### config.mk
export PLATFORM = sky130hd
export DESIGN_NAME = positional_list_engine_unit
export DESIGN_NICKNAME = d
export VERILOG_FILES = /design/src/rtl/core/ple_pkg.sv /design/src/rtl/core/ple_cell.sv /design/src/rtl/core/positional_list_engine_unit.sv
export VERILOG_INCLUDE_DIRS = /design/src /design/src/rtl/core
export SDC_FILE = /design/constraint.sdc
export NUM_CORES = 2
export LEC_CHECK = 0
export ABC_AREA = 0
export BUFFER_PORTS_ARGS = -buffer_cell sky130_fd_sc_hd__buf_2
export CELL_PAD_IN_SITES_DETAIL_PLACEMENT = 0
export CELL_PAD_IN_SITES_GLOBAL_PLACEMENT = 1
export CORE_ASPECT_RATIO = 0.7
export CORE_MARGIN = 5
export CORE_UTILIZATION = 43
export DETAILED_ROUTE_END_ITERATION = 10
export PLACE_DENSITY = 0.64
export SYNTH_ARGS = -nofsm -noshare
export SYNTH_HDL_FRONTEND = slang
export SYNTH_SLANG_ARGS = --single-unit
### constraint.sdc
create_clock -name clk -period 6.4 [get_ports clk]
set_input_delay 0.32 -clock clk [delete_from_list [all_inputs] [get_ports clk]]
set_output_delay 0.32 -clock clk [all_outputs]
set_load 0.05 [all_outputs]
### src/rtl/core/positional_list_engine_unit_macros.svh
// ----------------------------------------------------------------------------
// Positional list engine assertion macros
// Shared concurrent check forms, clocked on clk and gated by rst_n.
// ----------------------------------------------------------------------------
`ifndef POSITIONAL_LIST_ENGINE_UNIT_MACROS_SVH
`define POSITIONAL_LIST_ENGINE_UNIT_MACROS_SVH

// Check that holds at every edge outside reset.
`define PLE_ASSERT_ALWAYS(label, expr) \
    label: assert property (@(posedge clk) disable iff (!rst_n) (expr)) \
        else $error("check failed in %m");

// Check that a condition implies a consequence in the next cycle.
`define PLE_ASSERT_NEXT(label, cond, cons) \
    label: assert property (@(posedge clk) disable iff (!rst_n) (cond) |=> (cons)) \
        else $error("check failed in %m");

// Check that a condition implies a consequence in the same cycle.
`define PLE_ASSERT_SAME(label, cond, cons) \
    label: assert property (@(posedge clk) disable iff (!rst_n) (cond) |-> (cons)) \
        else $error("check failed in %m");

`endif

### src/rtl/core/ple_pkg.sv
// ----------------------------------------------------------------------------
// Positional list engine package
// Command and status codes, cell control type and default sizing.
// ----------------------------------------------------------------------------
package ple_pkg;

    localparam int CAPACITY_DEF = 16;
    localparam int DATA_W       = 32;
    localparam int POS_W        = 5;
    localparam int CMD_W        = 2;
    localparam int STATUS_W     = 2;
    localparam int COUNT_W      = 5;

    localparam logic [CMD_W-1:0] CMD_INSERT    = 2'd0;
    localparam logic [CMD_W-1:0] CMD_REMOVE    = 2'd1;
    localparam logic [CMD_W-1:0] CMD_READ      = 2'd2;
    localparam logic [CMD_W-1:0] CMD_OVERWRITE = 2'd3;

    localparam logic [STATUS_W-1:0] ST_DONE  = 2'd0;
    localparam logic [STATUS_W-1:0] ST_RANGE = 2'd1;
    localparam logic [STATUS_W-1:0] ST_FULL  = 2'd2;

    // What every cell of the chain does on an update
    typedef enum logic [1:0] {
        OP_HOLD   = 2'd0,
        OP_INSERT = 2'd1,
        OP_REMOVE = 2'd2,
        OP_WRITE  = 2'd3
    } cell_op_t;

    // Broadcast to all cells
    typedef struct packed {
        cell_op_t          op;
        logic [POS_W-1:0]  pos;
        logic [DATA_W-1:0] load;
    } cell_ctl_t;

endpackage

### src/rtl/core/ple_cell.sv
// ----------------------------------------------------------------------------
// Positional list engine cell
// Holds one list entry; holds, takes a neighbor's entry, or loads.
// ----------------------------------------------------------------------------
module ple_cell #(
    parameter int INDEX = 0
) (
    input  logic                      clk,
    input  ple_pkg::cell_ctl_t        ctl,
    input  logic [ple_pkg::DATA_W-1:0] left_data,
    input  logic [ple_pkg::DATA_W-1:0] right_data,
    output logic [ple_pkg::DATA_W-1:0] data
);
    import ple_pkg::*;

    logic [DATA_W-1:0] data_reg;
    logic [DATA_W-1:0] data_next;
    logic              at_pos;
    logic              above_pos;

    assign at_pos    = (int'(ctl.pos) == INDEX);
    assign above_pos = (int'(ctl.pos) < INDEX);

    always_comb
    begin
        data_next = data_reg;
        case (ctl.op)
            OP_INSERT:
            begin
                if (at_pos)
                begin
                    data_next = ctl.load;
                end
                else if (above_pos)
                begin
                    data_next = left_data;
                end
            end
            OP_REMOVE:
            begin
                // entry at pos is dropped; everything after it moves one toward the front
                if (at_pos || above_pos)
                begin
                    data_next = right_data;
                end
            end
            OP_WRITE:
            begin
                if (at_pos)
                begin
                    data_next = ctl.load;
                end
            end
            default:
            begin
                data_next = data_reg;
            end
        endcase
    end

    always_ff @(posedge clk)
    begin
        data_reg <= data_next;
    end

    assign data = data_reg;

endmodule

### src/rtl/core/positional_list_engine_unit.sv
// ----------------------------------------------------------------------------
// Positional list engine
// A command accepted at an edge shows its result, with done high, in the
// cycle that follows. Throughput: one command per cycle; every cell of the
// shift chain updates in parallel, so busy stays low.
// Reset: rst_n clears the entry count and done; entries stay undefined
// until an insert writes them. Results cannot be held off by the receiver.
// ----------------------------------------------------------------------------
`include "positional_list_engine_unit_macros.svh"

module positional_list_engine_unit #(
    parameter int CAPACITY = ple_pkg::CAPACITY_DEF
) (
    input  logic                                clk,
    input  logic                                rst_n,
    // command side
    input  logic                                start,
    output logic                                busy,
    input  logic [ple_pkg::CMD_W-1:0]           cmd,
    input  logic [ple_pkg::POS_W-1:0]           position,
    input  logic signed [ple_pkg::DATA_W-1:0]   value,
    // result side, one transfer per accepted command
    output logic                                done,
    output logic [ple_pkg::STATUS_W-1:0]        status,
    output logic signed [ple_pkg::DATA_W-1:0]   read_value,
    output logic [ple_pkg::COUNT_W-1:0]         count
);
    import ple_pkg::*;

    // count must hold CAPACITY itself; the index only needs CAPACITY-1
    localparam int CNT_W = $clog2(CAPACITY + 1);
    localparam int IDX_W = $clog2(CAPACITY);
    // common width for comparing position against count
    localparam int CMP_W = (CNT_W > POS_W) ? CNT_W : POS_W;

    logic [CNT_W-1:0]    count_reg;
    logic [CNT_W-1:0]    count_next;
    logic                done_reg;
    logic [STATUS_W-1:0] status_reg;
    logic [STATUS_W-1:0] status_next;
    logic [DATA_W-1:0]   rd_reg;
    logic [DATA_W-1:0]   rd_next;

    logic                accept;
    logic [CMP_W-1:0]    cnt_x;
    logic [CMP_W-1:0]    pos_x;
    logic [IDX_W-1:0]    rd_idx;
    cell_ctl_t           ctl;

    logic [DATA_W-1:0]   entry_data [CAPACITY];

    // The chain updates in the accept cycle itself, so nothing ever waits.
    assign busy   = 1'b0;
    assign accept = start && !busy;

    assign cnt_x  = CMP_W'(count_reg);
    assign pos_x  = CMP_W'(position);
    // only used when position is below count, so it fits the index
    assign rd_idx = pos_x[IDX_W-1:0];

    // ------------------------------------------------------------------------
    // Command decode: range and full checks, chain control, result values.
    // Insert allows position == count (append); the range test wins over
    // the full test. All other commands need position below count, which
    // also rejects anything on an empty list.
    // ------------------------------------------------------------------------
    always_comb
    begin
        ctl.op      = OP_HOLD;
        ctl.pos     = position;
        ctl.load    = value;
        status_next = ST_DONE;
        rd_next     = '0;
        count_next  = count_reg;

        if (accept)
        begin
            if (cmd == CMD_INSERT)
            begin
                if (pos_x > cnt_x)
                begin
                    status_next = ST_RANGE;
                end
                else if (cnt_x == CMP_W'(CAPACITY))
                begin
                    status_next = ST_FULL;
                end
                else
                begin
                    ctl.op     = OP_INSERT;
                    count_next = count_reg + CNT_W'(1);
                end
            end
            else if (pos_x >= cnt_x)
            begin
                status_next = ST_RANGE;
            end
            else
            begin
                case (cmd)
                    CMD_REMOVE:
                    begin
                        ctl.op     = OP_REMOVE;
                        count_next = count_reg - CNT_W'(1);
                    end
                    CMD_READ:
                    begin
                        rd_next = entry_data[rd_idx];
                    end
                    CMD_OVERWRITE:
                    begin
                        ctl.op = OP_WRITE;
                    end
                    default:
                    begin
                        ctl.op = OP_HOLD;
                    end
                endcase
            end
        end
    end

    // ------------------------------------------------------------------------
    // Cell chain: cell i sees cell i-1 on the left and cell i+1 on the right.
    // The front cell never takes from the left (insert at zero loads it);
    // the last cell takes its own value on a remove, which is past the end.
    // ------------------------------------------------------------------------
    for (genvar i = 0; i < CAPACITY; i++)
    begin : g_cell
        logic [DATA_W-1:0] left_in;
        logic [DATA_W-1:0] right_in;

        if (i == 0)
        begin : g_front
            assign left_in = '0;
        end
        else
        begin : g_mid_l
            assign left_in = entry_data[i-1];
        end

        if (i == CAPACITY - 1)
        begin : g_back
            assign right_in = entry_data[i];
        end
        else
        begin : g_mid_r
            assign right_in = entry_data[i+1];
        end

        ple_cell #(
            .INDEX (i)
        ) u_cell (
            .clk        (clk),
            .ctl        (ctl),
            .left_data  (left_in),
            .right_data (right_in),
            .data       (entry_data[i])
        );
    end

    // control state
    always_ff @(posedge clk or negedge rst_n)
    begin
        if (!rst_n)
        begin
            count_reg <= '0;
            done_reg  <= 1'b0;
        end
        else
        begin
            count_reg <= count_next;
            done_reg  <= accept;
        end
    end

    // result payload
    always_ff @(posedge clk)
    begin
        status_reg <= status_next;
        rd_reg     <= rd_next;
    end

    assign done       = done_reg;
    assign status     = status_reg;
    assign read_value = rd_reg;
    assign count      = cnt_x[COUNT_W-1:0];

    // ------------------------------------------------------------------------
    // Checks
    // ------------------------------------------------------------------------
    `PLE_ASSERT_ALWAYS(a_count_bound, count_reg <= CNT_W'(CAPACITY))
    `PLE_ASSERT_NEXT(a_done_follows, accept, done)
    `PLE_ASSERT_SAME(a_full_at_cap, done && status == ST_FULL, count_reg == CNT_W'(CAPACITY))
    `PLE_ASSERT_SAME(a_read_only_ok, done && read_value != '0, status == ST_DONE)

endmodule
==> impl_metrics.json <==
{
  "ys_async_sr_fraction_pct": 1.09,
  "routed_wl_um": 111000,
  "finalClockSkew_ps": 15.2,
  "finalMaxSlewViolations": 0,
  "cap_violations": 0,
  "layout-drive-gt1-share_pct": 21.2,
  "io_pins": 83,
  "cellLeakagePower_nw": 10.1,
  "antenna_found_initial": 2,
  "cts-htree-levels": 2,
  "critical_path_required_ps": 6750,
  "die_area_um2": 71700,
  "numCtsBuffers": 57,
  "yosysTopAreaCell": "edfxtp_1",
  "synthMuxAreaShare_pct": 15.2,
  "fp.coreArea_um2": 66100,
  "cts_setup_buffers": 0,
  "ant_nets": 0,
  "final_nets": 2288,
  "synth_ff_type": "edfxtp_1",
  "ys_warn_count": 0,
  "synth_most_common_cell": "edfxtp_1",
  "finalNonFillerCells": 3172,
  "critPathKind": "reg2reg",
  "synthesis.nets": 2306,
  "postLayoutCoreUtil_pct": 48.1,
  "synthAdderAreaFrac_pct": 0.421,
  "synth.top_cells.by_area": "edfxtp_1 (54%), mux4_2 (13%), o22ai_1 (9.8%)",
  "grtUsageTotal_pct": 30.0,
  "dp.cells": 3067,
  "grt_pass1_vias": 22000,
  "clkTransAtPathRegs_ps": 60,
  "synth-compound-area-share_pct": 17.0,
  "grt_pass1_wl_um": 159000,
  "hold_class": "in2async",
  "r2r-start": "count[1]$_DFFE_PN0P_",
  "syn_area_um2": 28500,
  "finalSetupViolations": 0,
  "area_growth_syn_to_layout_pct": 11.5,
  "routabilityCongestion": 0.854,
  "clk_path_buf_depth": 3,
  "synth_top_family_by_area": "compound AO/OA/AOI/OAI gates",
  "vias_per_cell": 7.23,
  "port_buffers": 81,
  "vdd_ir_drop_max_uv": 208,
  "worst_slew_pin_slew_ps": 1150,
  "clock-sinks": 552,
  "reg2reg_to": "g_cell[3].u_cell.data[27]$_DFFE_PP_",
  "syn_inst": 2255,
  "finalSetupTns_ps": 0,
  "die_h_um": 225,
  "min_period_ps": 4230,
  "crit_path_start_kind": "flop",
  "synth_common_cells": "edfxtp_1 (512), o22ai_1 (445), a21oi_1 (368)",
  "totalPowerFinal_mw": 10.6,
  "cts.repair.resized": 0,
  "crit_path_end_kind": "flop",
  "ys_ff_latch": 552,
  "timing.fmax_ghz": 0.236,
  "largest_register_ff_count": 512,
  "r2r_cells": 11,
  "drtPass1Iterations": 8,
  "synth_top_area_share_pct": 53.9,
  "synth-xor-area-share_pct": 0.154,
  "synthSimpleGateAreaFrac_pct": 5.93,
  "timing.final.crit_share_pct": 66.1,
  "overflow": 0,
  "hpwlAfterDp_um": 63200,
  "cts_tree": "done",
  "relSlewSlack_pct": 22.8,
  "pre_cts_ws_ps": 1780,
  "grtUsageMet2_pct": 43.1,
  "clk_latency_ps": 630,
  "rows": 79,
  "start_util_pct": 43.1,
  "drt_iter0_markers": 3662,
  "worst-r2r-setup-slack_ps": 2170,
  "use_met3_pct": 7.78,
  "fill_cells": 5829,
  "drc": 0,
  "met1_usage_pct": 44.9,
  "synth_cell_types": 47,
  "clockRootBuffer": "clkbuf_16",
  "num_vias": 22900,
  "critical_path.max_fanout": 38,
  "hold_viol": 0,
  "synth_edf_count": 512,
  "power_density_nw_per_um2": 333,
  "grt-busiest-layer": "met1",
  "die_width_um": 318,
  "wire_per_inst_um": 35.1,
  "grt_start_max_net_pins": 183,
  "ys_seq_area_share_pct": 56.8,
  "fin_ws_ps": 2170,
  "rsz0062_at_grt": "no",
  "outcome": "completed",
  "avgSynthCellArea_um2": 12.6,
  "arrival_ps": 4580
}
[timing repair]
item | 4_1_cts | 5_1_grt
endpoints found under the setup margin | 0 | 0
endpoints found under the hold margin | 8 | 0
hold buffers | 2 | 0
[layer usage]
layer	part of all wire [%]	vias up
met2	42	1970
met5	0.0099	-
met4	3.2	2
met1	41	11500
met3	14	256
li1	-	9206
[worst max-delay path, stage by stage, from the launching register on]
cell	delay, ps
dfrtp_1	470
inv_1	70
ha_1	280
nor2b_1	140
o31ai_1	270
and4_1	260
buf_4	400
nand2_4	520
buf_4	450
o21ai_4	260
buf_4	550
a21oi_1	160
[cell families (layout without fill, tap and decap cells)]
logic type,Yosys count,count (layout)
multiplexers,225,225
buffers and inverters,277,302
flip-flops,552,552
adder cells (fa/ha/maj),9,9
AND/OR/NAND/NOR,341,341
other,1,2
XOR/XNOR,5,5
AO/OA/AOI/OAI,845,845
[where the power goes]
part           internal, mW  total, mW  switching (mW)
sequential             4.39       4.57           0.181
clock                  1.85       3.31            1.46
combinational         0.845       2.70            1.85
total                  7.08       10.6            3.50
[worst max path at each step]
stage                                           to  cells past startpoint  slack [ps]                  from
6_report       g_cell[3].u_cell.data[27]$_DFFE_PP_                     11        2170  count[1]$_DFFE_PN0P_
3_3_place_gp    g_cell[8].u_cell.data[8]$_DFFE_PP_                     11        1850           position[1]
2_1_floorplan  g_cell[11].u_cell.data[0]$_DFFE_PP_                     11         570  count[4]$_DFFE_PN0P_
4_1_cts         g_cell[8].u_cell.data[3]$_DFFE_PP_                     11        2240  count[1]$_DFFE_PN0P_
3_5_place_dp    g_cell[8].u_cell.data[3]$_DFFE_PP_                     11        1780           position[1]
5_1_grt         g_cell[8].u_cell.data[6]$_DFFE_PP_                     11        2010  count[1]$_DFFE_PN0P_
[cells in the final DEF, fill, tap and decap left out, types with 4 or more instances in the layout]
cell type,count
buf_12,11
dfrtp_1,6
and2_1,5
a21o_1,4
a21oi_1,361
nand3_1,6
dfxtp_1,34
nor2_1,46
nand2_1,18
clkbuf_8,5
o22ai_1,445
o21ai_0,4
clkinv_2,8
buf_2,78
a21oi_4,8
nor2b_1,34
clkinv_1,6
clkbuf_16,59
mux4_2,160
clkbuf_1,19
buf_4,69
o21ai_4,12
nor3_1,190
edfxtp_1,512
ha_1,8
mux2_1,30
mux2_2,35
inv_1,38
nand4_1,4
nand2_2,17
[metrics by stage]
stage	hold slack (ps)	instance area, um2
2_1_floorplan	24.4	28500
3_3_place_gp	153	30000
3_5_place_dp	154	30000
4_1_cts	43.2	31800
5_1_grt	81.6	31800
6_report	56.5	31800
[cell type report]
cell class	instances	area, um2	area share [%]
timing repair buffer	162	1170	3.69
sequential	552	16200	50.9
multi-input combinational	1426	11400	35.8
antenna	1	2.50	0.00787
inverter	38	143	0.448
clock inverter	20	176	0.555
clock buffer	82	1600	5.04
tap	891	1110	3.50
(Power assumes the default switching activity.)
